File: config.mk
export PLATFORM = sky130hd
export DESIGN_NAME = padded_integer_to_digits_unit_flat
export DESIGN_NICKNAME = d
export VERILOG_FILES = /design/src/sv/pitd_pkg.sv /design/src/sv/pitd_channels.sv /design/src/sv/pitd_radix_div.sv /design/src/sv/padded_integer_to_digits_unit.sv /design/src/flat_wrapper.sv
export VERILOG_INCLUDE_DIRS = /design/src /design/src/sv
export SDC_FILE = /design/constraint.sdc
export NUM_CORES = 1
export LEC_CHECK = 0
export BUFFER_PORTS_ARGS = -buffer_cell sky130_fd_sc_hd__buf_2
export CAP_MARGIN = 20
export CORE_UTILIZATION = 40
export CTS_BUF_LIST = sky130_fd_sc_hd__clkbuf_8 sky130_fd_sc_hd__clkbuf_16
export CTS_CLUSTER_DIAMETER = 120
export DETAILED_ROUTE_END_ITERATION = 8
export SLEW_MARGIN = 20
export SYNTH_ARGS = -nofsm -noshare
export SYNTH_HDL_FRONTEND = slang
export SYNTH_HIERARCHICAL = 1
export SYNTH_SLANG_ARGS = --single-unit
File: constraint.sdc
create_clock -name clock -period 8.8 [get_ports clock]
set_input_delay 1.76 -clock clock [delete_from_list [all_inputs] [get_ports clock]]
set_output_delay 1.76 -clock clock [all_outputs]
set_load 0.01 [all_outputs]
File: src/sv/padded_integer_to_digits_unit_macros.svh
// Assertion macros shared by the integer-to-digits formatter.
`ifndef PADDED_INTEGER_TO_DIGITS_UNIT_MACROS_SVH
`define PADDED_INTEGER_TO_DIGITS_UNIT_MACROS_SVH

// Consequent must hold in the same cycle as the antecedent.
`define PITD_CHECK_NOW(label, clk, rst, ante, cons, msg) \
   label: assert property (@(posedge clk) disable iff (rst) (ante) |-> (cons)) else $error(msg);

// Consequent must hold in the cycle after the antecedent.
`define PITD_CHECK_NEXT(label, clk, rst, ante, cons, msg) \
   label: assert property (@(posedge clk) disable iff (rst) (ante) |=> (cons)) else $error(msg);

`endif

File: src/sv/pitd_pkg.sv
// Shared widths, codes and types of the integer-to-digits formatter.
package pitd_pkg;

   localparam int VALUE_W    = 33;
   localparam int FWIDTH_W   = 7;
   localparam int PREC_W     = 6;
   localparam int MODE_W     = 2;
   localparam int CHAR_W     = 8;
   localparam int MAG_W      = 32;
   localparam int DIGIT_W    = 4;
   localparam int RADIX_W    = 5;
   localparam int LEN_W      = 7;
   localparam int CSR_DATA_W = 64;
   localparam int CSR_ADDR_W = 5;

   localparam logic [RADIX_W-1:0] RADIX_MIN   = 5'd2;
   localparam logic [RADIX_W-1:0] RADIX_MAX   = 5'd16;
   localparam logic [RADIX_W-1:0] RADIX_RESET = 5'd10;

   localparam logic [CHAR_W-1:0] CH_SPACE = 8'h20;
   localparam logic [CHAR_W-1:0] CH_MINUS = 8'h2D;
   localparam logic [CHAR_W-1:0] CH_ZERO  = 8'h30;

   typedef enum logic [MODE_W-1:0] {
      JM_RIGHT = 2'd0,
      JM_LEFT  = 2'd1,
      JM_ZERO  = 2'd2,
      JM_NONE  = 2'd3
   } justify_type;

   typedef enum logic [1:0] {
      REG_RADIX    = 2'd0,
      REG_MAP_LOW  = 2'd1,
      REG_MAP_HIGH = 2'd2
   } csr_reg_type;

   typedef struct packed {
      logic                 done;
      logic [MAG_W-1:0]     quotient;
      logic [DIGIT_W-1:0]   remainder;
   } div_res_type;

endpackage

File: src/sv/pitd_channels.sv
// Handshake interfaces for the request and response words of the formatter.
interface pitd_req_if;
   logic                                  valid;
   logic                                  ready;
   logic signed [pitd_pkg::VALUE_W-1:0]   value;
   logic [pitd_pkg::FWIDTH_W-1:0]         field_width;
   logic                                  has_precision;
   logic [pitd_pkg::PREC_W-1:0]           precision;
   logic [pitd_pkg::MODE_W-1:0]           justify_mode;

   modport source (output valid, value, field_width, has_precision, precision, justify_mode,
                   input ready);
   modport sink (input valid, value, field_width, has_precision, precision, justify_mode,
                 output ready);
endinterface

interface pitd_rsp_if;
   logic                          valid;
   logic                          ready;
   logic [pitd_pkg::CHAR_W-1:0]   out_char;
   logic                          is_last;

   modport source (output valid, out_char, is_last, input ready);
   modport sink (input valid, out_char, is_last, output ready);
endinterface

File: src/sv/pitd_radix_div.sv
// Bit-serial restoring divider of a 32-bit magnitude by the radix.
module pitd_radix_div (
   input  logic                              clock,
   input  logic                              reset,
   input  logic                              start,
   input  logic [pitd_pkg::MAG_W-1:0]        dividend,
   input  logic [pitd_pkg::RADIX_W-1:0]      divisor,
   output pitd_pkg::div_res_type             res
);

   localparam int MW = pitd_pkg::MAG_W;
   localparam int DW = pitd_pkg::DIGIT_W;
   localparam int CW = $clog2(MW);

   logic [MW-1:0]  q_ff, q_in;
   logic [DW-1:0]  rem_ff, rem_in;
   logic [CW-1:0]  cnt_ff, cnt_in;
   logic           busy_ff, busy_in;
   logic [DW:0]    trial;
   logic           fits;
   logic [DW:0]    diff;
   logic [MW-1:0]  q_step;
   logic [DW-1:0]  rem_step;

   // One quotient bit per cycle: the remainder stays below the divisor.
   always_comb begin
      trial    = {rem_ff, q_ff[MW-1]};
      fits     = (trial >= divisor);
      diff     = trial - divisor;
      rem_step = fits ? diff[DW-1:0] : trial[DW-1:0];
      q_step   = {q_ff[MW-2:0], fits};

      res.done      = busy_ff && (cnt_ff == '1);
      res.quotient  = q_step;
      res.remainder = rem_step;

      q_in    = q_ff;
      rem_in  = rem_ff;
      cnt_in  = cnt_ff;
      busy_in = busy_ff;
      if (start) begin
         q_in    = dividend;
         rem_in  = '0;
         cnt_in  = '0;
         busy_in = 1'b1;
      end else if (busy_ff) begin
         q_in   = q_step;
         rem_in = rem_step;
         cnt_in = cnt_ff + CW'(1);
         if (cnt_ff == '1) begin
            busy_in = 1'b0;
         end
      end
   end

   always_ff @(posedge clock) begin
      if (reset) begin
         busy_ff <= 1'b0;
         cnt_ff  <= '0;
      end else begin
         busy_ff <= busy_in;
         cnt_ff  <= cnt_in;
      end
   end

   always_ff @(posedge clock) begin
      q_ff   <= q_in;
      rem_ff <= rem_in;
   end

endmodule

File: src/sv/padded_integer_to_digits_unit.sv
// Top level of the printf-style integer formatter with width, precision and justification.
//
//   channel   direction   port group     contents of one word
//   request   in          req_ch         value, field_width, has_precision, precision, mode
//   response  out         rsp_ch         out_char, is_last (one character per word)
//   config    in/out      csr_*          radix and the two digit maps, APB style
//
// One conversion at a time. A request word is taken in the idle state only.
// Digits come out of a bit-serial divider, one division per digit, least
// significant first; at most MAX_DIGITS digits are split.
// Layout passes the S_BODY and S_SIZE states; characters then go out while the response
// side is ready, with a step without output at the end of every segment that is passed.
// Reset is synchronous and clears the state machine, the output valid and the
// configuration registers; a stalled response holds the character register and
// pauses output.
`include "padded_integer_to_digits_unit_macros.svh"

module padded_integer_to_digits_unit #(
   parameter int MAX_DIGITS = 32,
   parameter int MAX_FIELD  = 64
) (
   input  logic                                 clock,
   input  logic                                 reset,
   pitd_req_if.sink                             req_ch,
   pitd_rsp_if.source                           rsp_ch,
   input  logic                                 csr_psel,
   input  logic                                 csr_penable,
   input  logic                                 csr_pwrite,
   input  logic [pitd_pkg::CSR_ADDR_W-1:0]      csr_paddr,
   input  logic [pitd_pkg::CSR_DATA_W-1:0]      csr_pwdata,
   output logic [pitd_pkg::CSR_DATA_W-1:0]      csr_prdata,
   output logic                                 csr_pready
);

   localparam int AW  = $clog2(MAX_DIGITS);
   localparam int NDW = $clog2(MAX_DIGITS + 1);
   localparam int LW  = pitd_pkg::LEN_W;
   localparam int MW  = pitd_pkg::MAG_W;
   localparam int DW  = pitd_pkg::DIGIT_W;
   localparam int CHW = pitd_pkg::CHAR_W;
   localparam int RW  = pitd_pkg::RADIX_W;
   localparam int XW  = pitd_pkg::CSR_DATA_W;

   // The sequencer walks the text segments in print order.
   typedef enum logic [8:0] {
      S_IDLE  = 9'b0_0000_0001,
      S_DIV   = 9'b0_0000_0010,
      S_BODY  = 9'b0_0000_0100,
      S_SIZE  = 9'b0_0000_1000,
      S_LEAD  = 9'b0_0001_0000,
      S_SIGN  = 9'b0_0010_0000,
      S_ZERO  = 9'b0_0100_0000,
      S_DIGIT = 9'b0_1000_0000,
      S_TRAIL = 9'b1_0000_0000
   } state_type;

   state_type               state_ff, state_in;

   // Configuration registers.
   logic [RW-1:0]           radix_ff, radix_in;
   logic [XW-1:0]           map_lo_ff, map_lo_in;
   logic [XW-1:0]           map_hi_ff, map_hi_in;

   // Captured request.
   logic                    neg_ff, neg_in;
   logic                    mzero_ff, mzero_in;
   logic [LW-1:0]           width_ff, width_in;
   logic                    hasp_ff, hasp_in;
   logic [pitd_pkg::PREC_W-1:0] prec_ff, prec_in;
   pitd_pkg::justify_type   mode_ff, mode_in;
   logic [RW-1:0]           rdx_ff, rdx_in;

   // Layout counters.
   logic [NDW-1:0]          nd_ff, nd_in;
   logic [LW-1:0]           cntall_ff, cntall_in;
   logic [LW-1:0]           body_ff, body_in;
   logic [LW-1:0]           lead_ff, lead_in;
   logic [LW-1:0]           zeros_ff, zeros_in;
   logic [LW-1:0]           dcnt_ff, dcnt_in;
   logic [LW-1:0]           trail_ff, trail_in;
   logic [LW-1:0]           left_ff, left_in;
   logic                    zc_ff, zc_in;
   logic                    sign_ff, sign_in;
   logic [AW-1:0]           dp_ff, dp_in;

   // Digit store and its registered read port.
   logic [DW-1:0]           digit_mem [MAX_DIGITS];
   logic [DW-1:0]           rd_data_ff;
   logic                    digit_we;

   // Response register.
   logic                    out_valid_ff, out_valid_in;
   logic [CHW-1:0]          out_char_ff, out_char_in;
   logic                    out_last_ff, out_last_in;

   // Divider hookup.
   logic                    div_start;
   logic [MW-1:0]           div_dividend;
   pitd_pkg::div_res_type   div_res;

   // Combinational helpers.
   logic                    accept;
   logic                    out_free;
   logic                    emit;
   logic [CHW-1:0]          emit_char;
   logic [MW-1:0]           raw_low;
   logic [MW-1:0]           mag_calc;
   logic [RW-1:0]           rdx_calc;
   logic [LW-1:0]           max_field;
   logic [NDW-1:0]          nd_next;
   logic [NDW-1:0]          nd_less;
   logic [LW-1:0]           nd_l;
   logic [LW-1:0]           sgn_l;
   logic [LW-1:0]           prec_l;
   logic [LW-1:0]           prec_s;
   logic [LW-1:0]           gap;
   logic [LW-1:0]           zfill;
   logic [LW-1:0]           pz;
   logic [LW-1:0]           total;
   logic                    pads_front;
   logic                    zero_case;
   logic [XW-1:0]           map_sel;
   logic [CHW-1:0]          glyph;
   logic                    csr_write;
   pitd_pkg::csr_reg_type   csr_idx;

   pitd_radix_div u_div (
      .clock    (clock),
      .reset    (reset),
      .start    (div_start),
      .dividend (div_dividend),
      .divisor  (rdx_ff),
      .res      (div_res)
   );

   // Configuration port: always ready, register index from the upper address bits.
   assign csr_pready = 1'b1;
   assign csr_write  = csr_psel && csr_penable && csr_pwrite;
   assign csr_idx    = pitd_pkg::csr_reg_type'(csr_paddr[pitd_pkg::CSR_ADDR_W-1:3]);

   always_comb begin
      radix_in  = radix_ff;
      map_lo_in = map_lo_ff;
      map_hi_in = map_hi_ff;
      if (csr_write) begin
         unique case (csr_idx)
            pitd_pkg::REG_RADIX:    radix_in  = csr_pwdata[RW-1:0];
            pitd_pkg::REG_MAP_LOW:  map_lo_in = csr_pwdata;
            pitd_pkg::REG_MAP_HIGH: map_hi_in = csr_pwdata;
            default: begin
            end
         endcase
      end
   end

   always_comb begin
      unique case (csr_idx)
         pitd_pkg::REG_RADIX:    csr_prdata = XW'(radix_ff);
         pitd_pkg::REG_MAP_LOW:  csr_prdata = map_lo_ff;
         pitd_pkg::REG_MAP_HIGH: csr_prdata = map_hi_ff;
         default:                csr_prdata = '0;
      endcase
   end

   assign req_ch.ready    = (state_ff == S_IDLE);
   assign rsp_ch.valid    = out_valid_ff;
   assign rsp_ch.out_char = out_char_ff;
   assign rsp_ch.is_last  = out_last_ff;

   assign accept   = req_ch.valid && req_ch.ready;
   assign out_free = !out_valid_ff || rsp_ch.ready;

   // The magnitude of a negative value is its two's complement; minus 2^32 saturates.
   always_comb begin
      raw_low = req_ch.value[MW-1:0];
      if (!req_ch.value[MW]) begin
         mag_calc = raw_low;
      end else if (raw_low == '0) begin
         mag_calc = '1;
      end else begin
         mag_calc = ~raw_low + MW'(1);
      end

      if (radix_ff < pitd_pkg::RADIX_MIN) begin
         rdx_calc = pitd_pkg::RADIX_MIN;
      end else if (radix_ff > pitd_pkg::RADIX_MAX) begin
         rdx_calc = pitd_pkg::RADIX_MAX;
      end else begin
         rdx_calc = radix_ff;
      end
   end

   // Digit symbol lookup: one byte out of the selected 64-bit map.
   always_comb begin
      map_sel = rd_data_ff[DW-1] ? map_hi_ff : map_lo_ff;
      glyph   = map_sel[{rd_data_ff[DW-2:0], 3'b000} +: CHW];
   end

   assign max_field = LW'(MAX_FIELD);
   assign nd_next   = nd_ff + NDW'(1);
   assign nd_less   = nd_ff - NDW'(1);
   assign nd_l      = LW'(nd_ff);
   assign sgn_l     = LW'(neg_ff);
   assign prec_l    = LW'(prec_ff);
   assign prec_s    = prec_l + sgn_l;

   // Segment lengths, used in the sizing state once the digit count is known.
   always_comb begin
      gap        = (width_ff > body_ff) ? (width_ff - body_ff) : '0;
      pads_front = (mode_ff == pitd_pkg::JM_RIGHT) || ((mode_ff == pitd_pkg::JM_ZERO) && hasp_ff);
      zfill      = ((mode_ff == pitd_pkg::JM_ZERO) && !hasp_ff && (width_ff > cntall_ff)) ?
                   (width_ff - cntall_ff) : '0;
      pz         = (hasp_ff && (prec_l > nd_l)) ? (prec_l - nd_l) : '0;
      zero_case  = hasp_ff && (prec_ff == '0) && mzero_ff;
      // The full text is as long as the body, or the field width when padding applies.
      // A zero printed with precision zero and no width yields no text at all.
      if (zero_case && (width_ff == '0)) begin
         total = '0;
      end else if (mode_ff == pitd_pkg::JM_NONE) begin
         total = body_ff;
      end else begin
         total = (width_ff > body_ff) ? width_ff : body_ff;
      end
   end

   always_comb begin
      state_in     = state_ff;
      neg_in       = neg_ff;
      mzero_in     = mzero_ff;
      width_in     = width_ff;
      hasp_in      = hasp_ff;
      prec_in      = prec_ff;
      mode_in      = mode_ff;
      rdx_in       = rdx_ff;
      nd_in        = nd_ff;
      cntall_in    = cntall_ff;
      body_in      = body_ff;
      lead_in      = lead_ff;
      zeros_in     = zeros_ff;
      dcnt_in      = dcnt_ff;
      trail_in     = trail_ff;
      left_in      = left_ff;
      zc_in        = zc_ff;
      sign_in      = sign_ff;
      dp_in        = dp_ff;
      digit_we     = 1'b0;
      div_start    = 1'b0;
      div_dividend = mag_calc;
      emit         = 1'b0;
      emit_char    = pitd_pkg::CH_SPACE;

      unique case (state_ff)
         S_IDLE: begin
            if (accept) begin
               neg_in    = req_ch.value[MW];
               mzero_in  = (req_ch.value == '0);
               width_in  = (req_ch.field_width > max_field) ? max_field : req_ch.field_width;
               hasp_in   = req_ch.has_precision;
               prec_in   = req_ch.precision;
               mode_in   = pitd_pkg::justify_type'(req_ch.justify_mode);
               rdx_in    = rdx_calc;
               nd_in     = '0;
               div_start = 1'b1;
               state_in  = S_DIV;
            end
         end

         // Each finished division leaves one digit, least significant first.
         S_DIV: begin
            if (div_res.done) begin
               digit_we = 1'b1;
               nd_in    = nd_next;
               if ((div_res.quotient == '0) || (nd_next == NDW'(MAX_DIGITS))) begin
                  state_in = S_BODY;
               end else begin
                  div_start    = 1'b1;
                  div_dividend = div_res.quotient;
               end
            end
         end

         S_BODY: begin
            cntall_in = nd_l + sgn_l;
            body_in   = (hasp_ff && (prec_s > nd_l + sgn_l)) ? prec_s : (nd_l + sgn_l);
            state_in  = S_SIZE;
         end

         S_SIZE: begin
            lead_in  = pads_front ? gap : '0;
            trail_in = (mode_ff == pitd_pkg::JM_LEFT) ? gap : '0;
            zeros_in = zfill + pz;
            zc_in    = zero_case;
            dcnt_in  = zero_case ? LW'(width_ff != '0) : nd_l;
            sign_in  = neg_ff;
            left_in  = (total > max_field) ? max_field : total;
            dp_in    = nd_less[AW-1:0];
            state_in = (total == '0) ? S_IDLE : S_LEAD;
         end

         S_LEAD: begin
            if (lead_ff == '0) begin
               state_in = S_SIGN;
            end else if (out_free) begin
               emit      = 1'b1;
               emit_char = pitd_pkg::CH_SPACE;
               lead_in   = lead_ff - LW'(1);
            end
         end

         S_SIGN: begin
            if (!sign_ff) begin
               state_in = S_ZERO;
            end else if (out_free) begin
               emit      = 1'b1;
               emit_char = pitd_pkg::CH_MINUS;
               sign_in   = 1'b0;
            end
         end

         S_ZERO: begin
            if (zeros_ff == '0) begin
               state_in = S_DIGIT;
            end else if (out_free) begin
               emit      = 1'b1;
               emit_char = pitd_pkg::CH_ZERO;
               zeros_in  = zeros_ff - LW'(1);
            end
         end

         // Digits leave the store most significant first; a lone zero with
         // precision zero turns into a space.
         S_DIGIT: begin
            if (dcnt_ff == '0) begin
               state_in = S_TRAIL;
            end else if (out_free) begin
               emit      = 1'b1;
               emit_char = zc_ff ? pitd_pkg::CH_SPACE : glyph;
               dcnt_in   = dcnt_ff - LW'(1);
               dp_in     = dp_ff - AW'(1);
            end
         end

         S_TRAIL: begin
            if (trail_ff == '0) begin
               state_in = S_IDLE;
            end else if (out_free) begin
               emit      = 1'b1;
               emit_char = pitd_pkg::CH_SPACE;
               trail_in  = trail_ff - LW'(1);
            end
         end

         default: begin
            state_in = S_IDLE;
         end
      endcase

      // The overall character budget ends the conversion, which also cuts
      // over-long text at the field limit.
      if (emit) begin
         left_in = left_ff - LW'(1);
         if (left_ff == LW'(1)) begin
            state_in = S_IDLE;
         end
      end
   end

   always_comb begin
      out_valid_in = out_valid_ff;
      out_char_in  = out_char_ff;
      out_last_in  = out_last_ff;
      if (emit) begin
         out_valid_in = 1'b1;
         out_char_in  = emit_char;
         out_last_in  = (left_ff == LW'(1));
      end else if (rsp_ch.ready) begin
         out_valid_in = 1'b0;
      end
   end

   always_ff @(posedge clock) begin
      if (reset) begin
         state_ff     <= S_IDLE;
         out_valid_ff <= 1'b0;
         radix_ff     <= pitd_pkg::RADIX_RESET;
         map_lo_ff    <= '0;
         map_hi_ff    <= '0;
      end else begin
         state_ff     <= state_in;
         out_valid_ff <= out_valid_in;
         radix_ff     <= radix_in;
         map_lo_ff    <= map_lo_in;
         map_hi_ff    <= map_hi_in;
      end
   end

   always_ff @(posedge clock) begin
      neg_ff      <= neg_in;
      mzero_ff    <= mzero_in;
      width_ff    <= width_in;
      hasp_ff     <= hasp_in;
      prec_ff     <= prec_in;
      mode_ff     <= mode_in;
      rdx_ff      <= rdx_in;
      nd_ff       <= nd_in;
      cntall_ff   <= cntall_in;
      body_ff     <= body_in;
      lead_ff     <= lead_in;
      zeros_ff    <= zeros_in;
      dcnt_ff     <= dcnt_in;
      trail_ff    <= trail_in;
      left_ff     <= left_in;
      zc_ff       <= zc_in;
      sign_ff     <= sign_in;
      dp_ff       <= dp_in;
      out_char_ff <= out_char_in;
      out_last_ff <= out_last_in;
   end

   // The read address follows the next pointer, so the registered data
   // always matches the current pointer.
   always_ff @(posedge clock) begin
      if (digit_we) begin
         digit_mem[nd_ff[AW-1:0]] <= div_res.remainder;
      end
      rd_data_ff <= digit_mem[dp_in];
   end

   `PITD_CHECK_NOW(a_emit_budget, clock, reset, emit, left_ff != '0, "character emitted past the text length")
   `PITD_CHECK_NOW(a_digit_ptr, clock, reset, (state_ff == S_DIGIT) && !zc_ff && (dcnt_ff != '0), (LW'(dp_ff) + LW'(1)) == dcnt_ff, "digit pointer out of step with the digit count")
   `PITD_CHECK_NEXT(a_last_idle, clock, reset, emit && out_last_in, state_ff == S_IDLE, "conversion continued after its last character")
   `PITD_CHECK_NOW(a_div_owner, clock, reset, div_res.done, state_ff == S_DIV, "division finished outside the digit split")

endmodule
File: src/flat_wrapper.sv
// flat-port wrapper written by rule: the top's interface ports become plain ports
module padded_integer_to_digits_unit_flat 
#(
   parameter int MAX_DIGITS = 32,
   parameter int MAX_FIELD  = 64
)
  (clock, reset, csr_psel, csr_penable, csr_pwrite, csr_paddr, csr_pwdata, csr_prdata, csr_pready, req_ch_valid, req_ch_value, req_ch_field_width, req_ch_has_precision, req_ch_precision, req_ch_justify_mode, req_ch_ready, rsp_ch_valid, rsp_ch_out_char, rsp_ch_is_last, rsp_ch_ready);
  pitd_req_if req_ch_i ();
  pitd_rsp_if rsp_ch_i ();
  input  logic clock;
  input  logic reset;
  input  logic csr_psel;
  input  logic csr_penable;
  input  logic csr_pwrite;
  input  logic [pitd_pkg::CSR_ADDR_W-1:0] csr_paddr;
  input  logic [pitd_pkg::CSR_DATA_W-1:0] csr_pwdata;
  output logic [pitd_pkg::CSR_DATA_W-1:0] csr_prdata;
  output logic csr_pready;
  input wire logic [$bits(req_ch_i.valid)-1:0] req_ch_valid;
  input wire logic [$bits(req_ch_i.value)-1:0] req_ch_value;
  input wire logic [$bits(req_ch_i.field_width)-1:0] req_ch_field_width;
  input wire logic [$bits(req_ch_i.has_precision)-1:0] req_ch_has_precision;
  input wire logic [$bits(req_ch_i.precision)-1:0] req_ch_precision;
  input wire logic [$bits(req_ch_i.justify_mode)-1:0] req_ch_justify_mode;
  output wire logic [$bits(req_ch_i.ready)-1:0] req_ch_ready;
  output wire logic [$bits(rsp_ch_i.valid)-1:0] rsp_ch_valid;
  output wire logic [$bits(rsp_ch_i.out_char)-1:0] rsp_ch_out_char;
  output wire logic [$bits(rsp_ch_i.is_last)-1:0] rsp_ch_is_last;
  input wire logic [$bits(rsp_ch_i.ready)-1:0] rsp_ch_ready;
  assign req_ch_i.valid = req_ch_valid;
  assign req_ch_i.value = req_ch_value;
  assign req_ch_i.field_width = req_ch_field_width;
  assign req_ch_i.has_precision = req_ch_has_precision;
  assign req_ch_i.precision = req_ch_precision;
  assign req_ch_i.justify_mode = req_ch_justify_mode;
  assign req_ch_ready = req_ch_i.ready;
  assign rsp_ch_valid = rsp_ch_i.valid;
  assign rsp_ch_out_char = rsp_ch_i.out_char;
  assign rsp_ch_is_last = rsp_ch_i.is_last;
  assign rsp_ch_i.ready = rsp_ch_ready;
  padded_integer_to_digits_unit #(.MAX_DIGITS(MAX_DIGITS), .MAX_FIELD(MAX_FIELD)) u_core (.clock(clock), .reset(reset), .req_ch(req_ch_i), .rsp_ch(rsp_ch_i), .csr_psel(csr_psel), .csr_penable(csr_penable), .csr_pwrite(csr_pwrite), .csr_paddr(csr_paddr), .csr_pwdata(csr_pwdata), .csr_prdata(csr_prdata), .csr_pready(csr_pready));
endmodule
==> results.py <==
metrics = {
    "power_and_ir_drop": {
        "clock_power_share_pct": 42.2,
        "power.total_w": 0.004861,
        "switching_share_pct": 25.40,
        "power_density_mw_per_mm2": 196.6,
        "p_switching_w": 0.001235,
        "power.ir.vdd_worst_uv": 243.2,
        "seq_power_share_pct": 46.4,
        "p_leak_nw": 9.159,
        "gate_power_share_pct": 11.3,
        "internal-power_w": 0.003627,
    },
    "global_routing": {
        "grt_start_max_net_pins": 78,
        "grt_ovf": 0,
        "grt_usage_pct": 20.86,
        "grt_antenna_before_repair": 13,
        "global_route_wire_length_before_repair_mm": 92.56,
        "vias_in_the_first_global_route": 16720,
    },
    "detailed_routing": {
        "routed_wl_mm": 58.71,
        "routedWlPerCell_um": 19.36,
        "antenna_left": 0,
        "post_drt_via_cell_ratio": 5.621,
        "drc_errors": 0,
        "num_vias": 17050,
        "firstDrtPassIters": 8,
        "detail_route.iter0.violations": 1325,
    },
    "flow_run": {
        "drv.max_cap_violation_count": 0,
    },
    "cells_and_area": {
        "area_delta_synth_final_pct": 13.39,
        "final_net_count": 2485,
        "area_of_the_multi_input_gates_sq_mm": 0.01003,
        "drive_above_1_share_pct": 17.99,
        "final-seq-area_sq_mm": 0.01072,
        "n_fill_cell": 5043,
        "final_cell_count_no_fill": 3033,
    },
    "timing": {
        "final_number_of_hold_violating_endpoints": 0,
        "final_period_minus_worst_setup_slack_ns": 5.096,
        "worst_clock_skew_ns": 0.03563,
        "finalCritPeriodShare_pct": 57.91,
        "worst_slew_pin_slew_ns": 1.065,
        "fin_tns_setup_ns": 0,
        "max_clock_freq_mhz": 196.2,
        "fin_ws_ns": 3.704,
        "timing_max_transition_violations_final": 0,
        "rsz0062_at_grt": "false",
        "max-slew-margin-rel_pct": 28.69,
        "finalSetupViolations": 0,
    },
    "critical_path": {
        "timing.critical_path.slowest_stage_cell": "sky130_fd_sc_hd__buf_4",
        "cp_cell_sequence": "buf_2 > nor2b_4 > buf_4 > a22o_1 > buf_2",
        "cp_common_cell": "sky130_fd_sc_hd__buf_2",
        "worst_setup_path_startpoint": "csr_paddr[3]",
        "worst_path_max_stage_delay_ns": 0.59,
        "worstPathRequired_ns": 7.04,
        "critPathKind": "in -> out",
        "worst_reg2reg_path_startpoint": "u_core/u_div/q_ff[31]$_DFFE_PP_",
        "critical_path_arrival_ns": 3.34,
        "setup.worst_path.end_class": "primary output",
        "worst-path-max-fanout": 60,
        "timing.critical_path.from_type": "input pin",
    },
    "clocking": {
        "cts_post_setup_buffers_inserted": 0,
        "htreeDepth": 2,
        "tritoncts_num_sinks": 411,
        "post_cts_hold_buffer_count": 0,
        "cts_repair_resize_count": 0,
        "cts_root_buf": "sky130_fd_sc_hd__clkbuf_16",
        "cts-buffers-inserted": 46,
        "cts_tree": "done",
        "clkSlewWorstSetupHoldPaths_ns": 0.06,
        "worst_skew_pair.late_latency_ns": 0.59,
        "clock_path_buffers": 3,
    },
    "synth": {
        "synth_seq_cells": 411,
        "postSynth.asyncResetShare_pct": 0,
        "synth.cell_area_sq_mm": 0.02180,
        "fraction_of_the_yosys_area_taken_by_sequential_cells_pct": 49.17,
        "yosysWarningCount": 6,
        "synth_flop_cell": "sky130_fd_sc_hd__edfxtp_1",
        "synth_edf_count": 249,
        "syn-num-nets": 2379,
        "post_synth.cell_area_avg_sq_um": 9.956,
        "synth_cells": 2190,
        "yosysUniqueCellTypes": 87,
    },
    "die": {
        "fp.dieW_um": 235.5,
        "start_util_pct": 40.52,
        "core.rowCount": 85,
        "ios": 201,
        "coreArea_sq_mm": 0.05381,
        "die_h_um": 235.5,
        "full_die_area_sq_mm": 0.05545,
    },
    "placement": {
        "buffer_ports.inserted": 196,
        "dp.final_hpwl_mm": 40.34,
        "dp.cells": 2944,
        "place_congestion": 0.8965,
        "post-place-ws_ns": 3.496,
    },
    "outcome": {
        "outcome": "finished, final reports clean",
    },
    "worst_hold_path": {
        "worst_hold_path_type": "reg -> reg",
        "timing.hold.worst.start": "u_core/map_hi_ff[44]$_SDFFE_PP0P_",
    },
}
## final cells by class
| cell class | instances | area share [%] |
|---|---|---|
| flip-flops and latches | 411 | 43.36 |
| multi-input cells | 1534 | 40.56 |
| clock buffers | 47 | 4.711 |
| repair buffers | 217 | 4.605 |
| well taps | 696 | 3.522 |
| clock inverters | 39 | 1.898 |
| inverters | 86 | 1.311 |
| diodes | 3 | 0.03036 |
## cells by family (layout without fill, tap and decap cells)
logic type	Yosys count	after routing	share of synthesized area [%]
mux	129	129	8.452
compound gates	502	502	14.86
buf+inv	245	389	5.159
flops	411	411	49.17
xor+xnor	58	58	2.330
simple gates	780	780	16.18
fa+ha+maj	64	64	3.845
other cells	1	4	0.01720
## metrics by stage
step           utilization [%]  instance area, sq um  hold WS, ns
2_1_floorplan                -                 21800       0.4458
3_3_place_gp             42.87                 23070       0.4525
3_5_place_dp             42.88                 23080       0.4593
4_1_cts                  45.92                 24710       0.4680
5_1_grt                  45.94                 24720       0.4864
6_report                 45.95                 24730       0.4675
## critical path, delay by kind of cell
kind                   cells  cell delay, ns
AO/OA/AOI/OAI              1            0.28
buffers and inverters      3            1.03
AND/OR/NAND/NOR            1            0.20
## power by group through the flow
stage | combinational [W] | clock, W | sequential [W]
after global placement | 0.000537 | 0 | 0.00229
after global routing | 0.000612 | 0.00217 | 0.00226
final | 0.000551 | 0.00205 | 0.00226
after CTS | 0.000554 | 0.00210 | 0.00226
after detailed placement | 0.000551 | 0 | 0.00230
after floorplan | 0.000428 | 0 | 0.00226
## layout by cell type (no fill, tap or decap), drive strengths merged, types with 7 or more instances in the layout
cell type and n:
clkinv 26, nor2b 28, a211oi 18, or2 9
and2 9, o21ai 85, dfxtp 162, or3 16
nand3 54, mux2 45, nand2b 10, a21o 8
mux4 39, inv 85, nor4 18, nor2 120
nor3b 13, a31oi 8, a221oi 9, edfxtp 249
nand4 16, nand3b 7, a21oi 193, mux2i 45
clkbuf 47, o22ai 33, xor2 20, xnor2 38
o21a 15, a22o 59, bufinv 9, ha 59
nor3 44, and3 10, o211ai 11, nand2 410
a32oi 8, buf 217, a22oi 16
## final timing paths
| path | end | slack, ns | depth (start not counted) |
|---|---|---|---|
| worst min-delay path | u_core/map_hi_ff[44]$_SDFFE_PP0P_ | 0.47 | 2 |
| worst min register to register | u_core/map_hi_ff[44]$_SDFFE_PP0P_ | 0.47 | 2 |
| worst max-delay path | csr_prdata[43] | 3.70 | 5 |
| worst max register to register | u_core/u_div/q_ff[27]$_DFFE_PP_ | 4.28 | 14 |
## cells in the mapped netlist (20+ instances only)
| library cell | count | share of area (%) |
|---|---|---|
| sky130_fd_sc_hd__o22ai_1 | 33 | 0.95 |
| sky130_fd_sc_hd__inv_1 | 82 | 1.4 |
| sky130_fd_sc_hd__xor2_1 | 20 | 0.80 |
| sky130_fd_sc_hd__nand2_1 | 410 | 7.1 |
| sky130_fd_sc_hd__xnor2_1 | 38 | 1.5 |
| sky130_fd_sc_hd__mux2i_1 | 45 | 2.1 |
| sky130_fd_sc_hd__edfxtp_1 | 249 | 34 |
| sky130_fd_sc_hd__nor2b_1 | 28 | 0.80 |
| sky130_fd_sc_hd__ha_1 | 59 | 3.4 |
| sky130_fd_sc_hd__dfxtp_1 | 162 | 15 |
| sky130_fd_sc_hd__a22o_1 | 59 | 2.4 |
| sky130_fd_sc_hd__a21oi_1 | 192 | 4.4 |
| sky130_fd_sc_hd__nor2_1 | 120 | 2.1 |
| sky130_fd_sc_hd__buf_4 | 34 | 1.2 |
| sky130_fd_sc_hd__clkbuf_1 | 93 | 1.6 |
| sky130_fd_sc_hd__nor3_1 | 43 | 0.99 |
| sky130_fd_sc_hd__mux2_2 | 43 | 2.2 |
| sky130_fd_sc_hd__o21ai_0 | 72 | 1.7 |
| sky130_fd_sc_hd__mux4_2 | 39 | 4.0 |
| sky130_fd_sc_hd__nand3_1 | 54 | 1.2 |
## state kept, by name, indices dropped and copies added, names as in the netlist, 8 cells and up
register / flops
u_core/u_div/q_ff: 32
u_core/map_lo_ff: 64
u_core/rsp_ch.out_char: 8
u_core/map_hi_ff: 64
u_core/state_ff: 9
u_core/digit_mem: 128
## layer usage
metal / GRT usage (%) / part of all wire (%)
met4: 6.912 / 2.8
met1: 27.31 / 43
met2: 33.66 / 47
met5: 0 / 0.19
met3: 5.218 / 7.3
(Power assumes the default switching activity.)
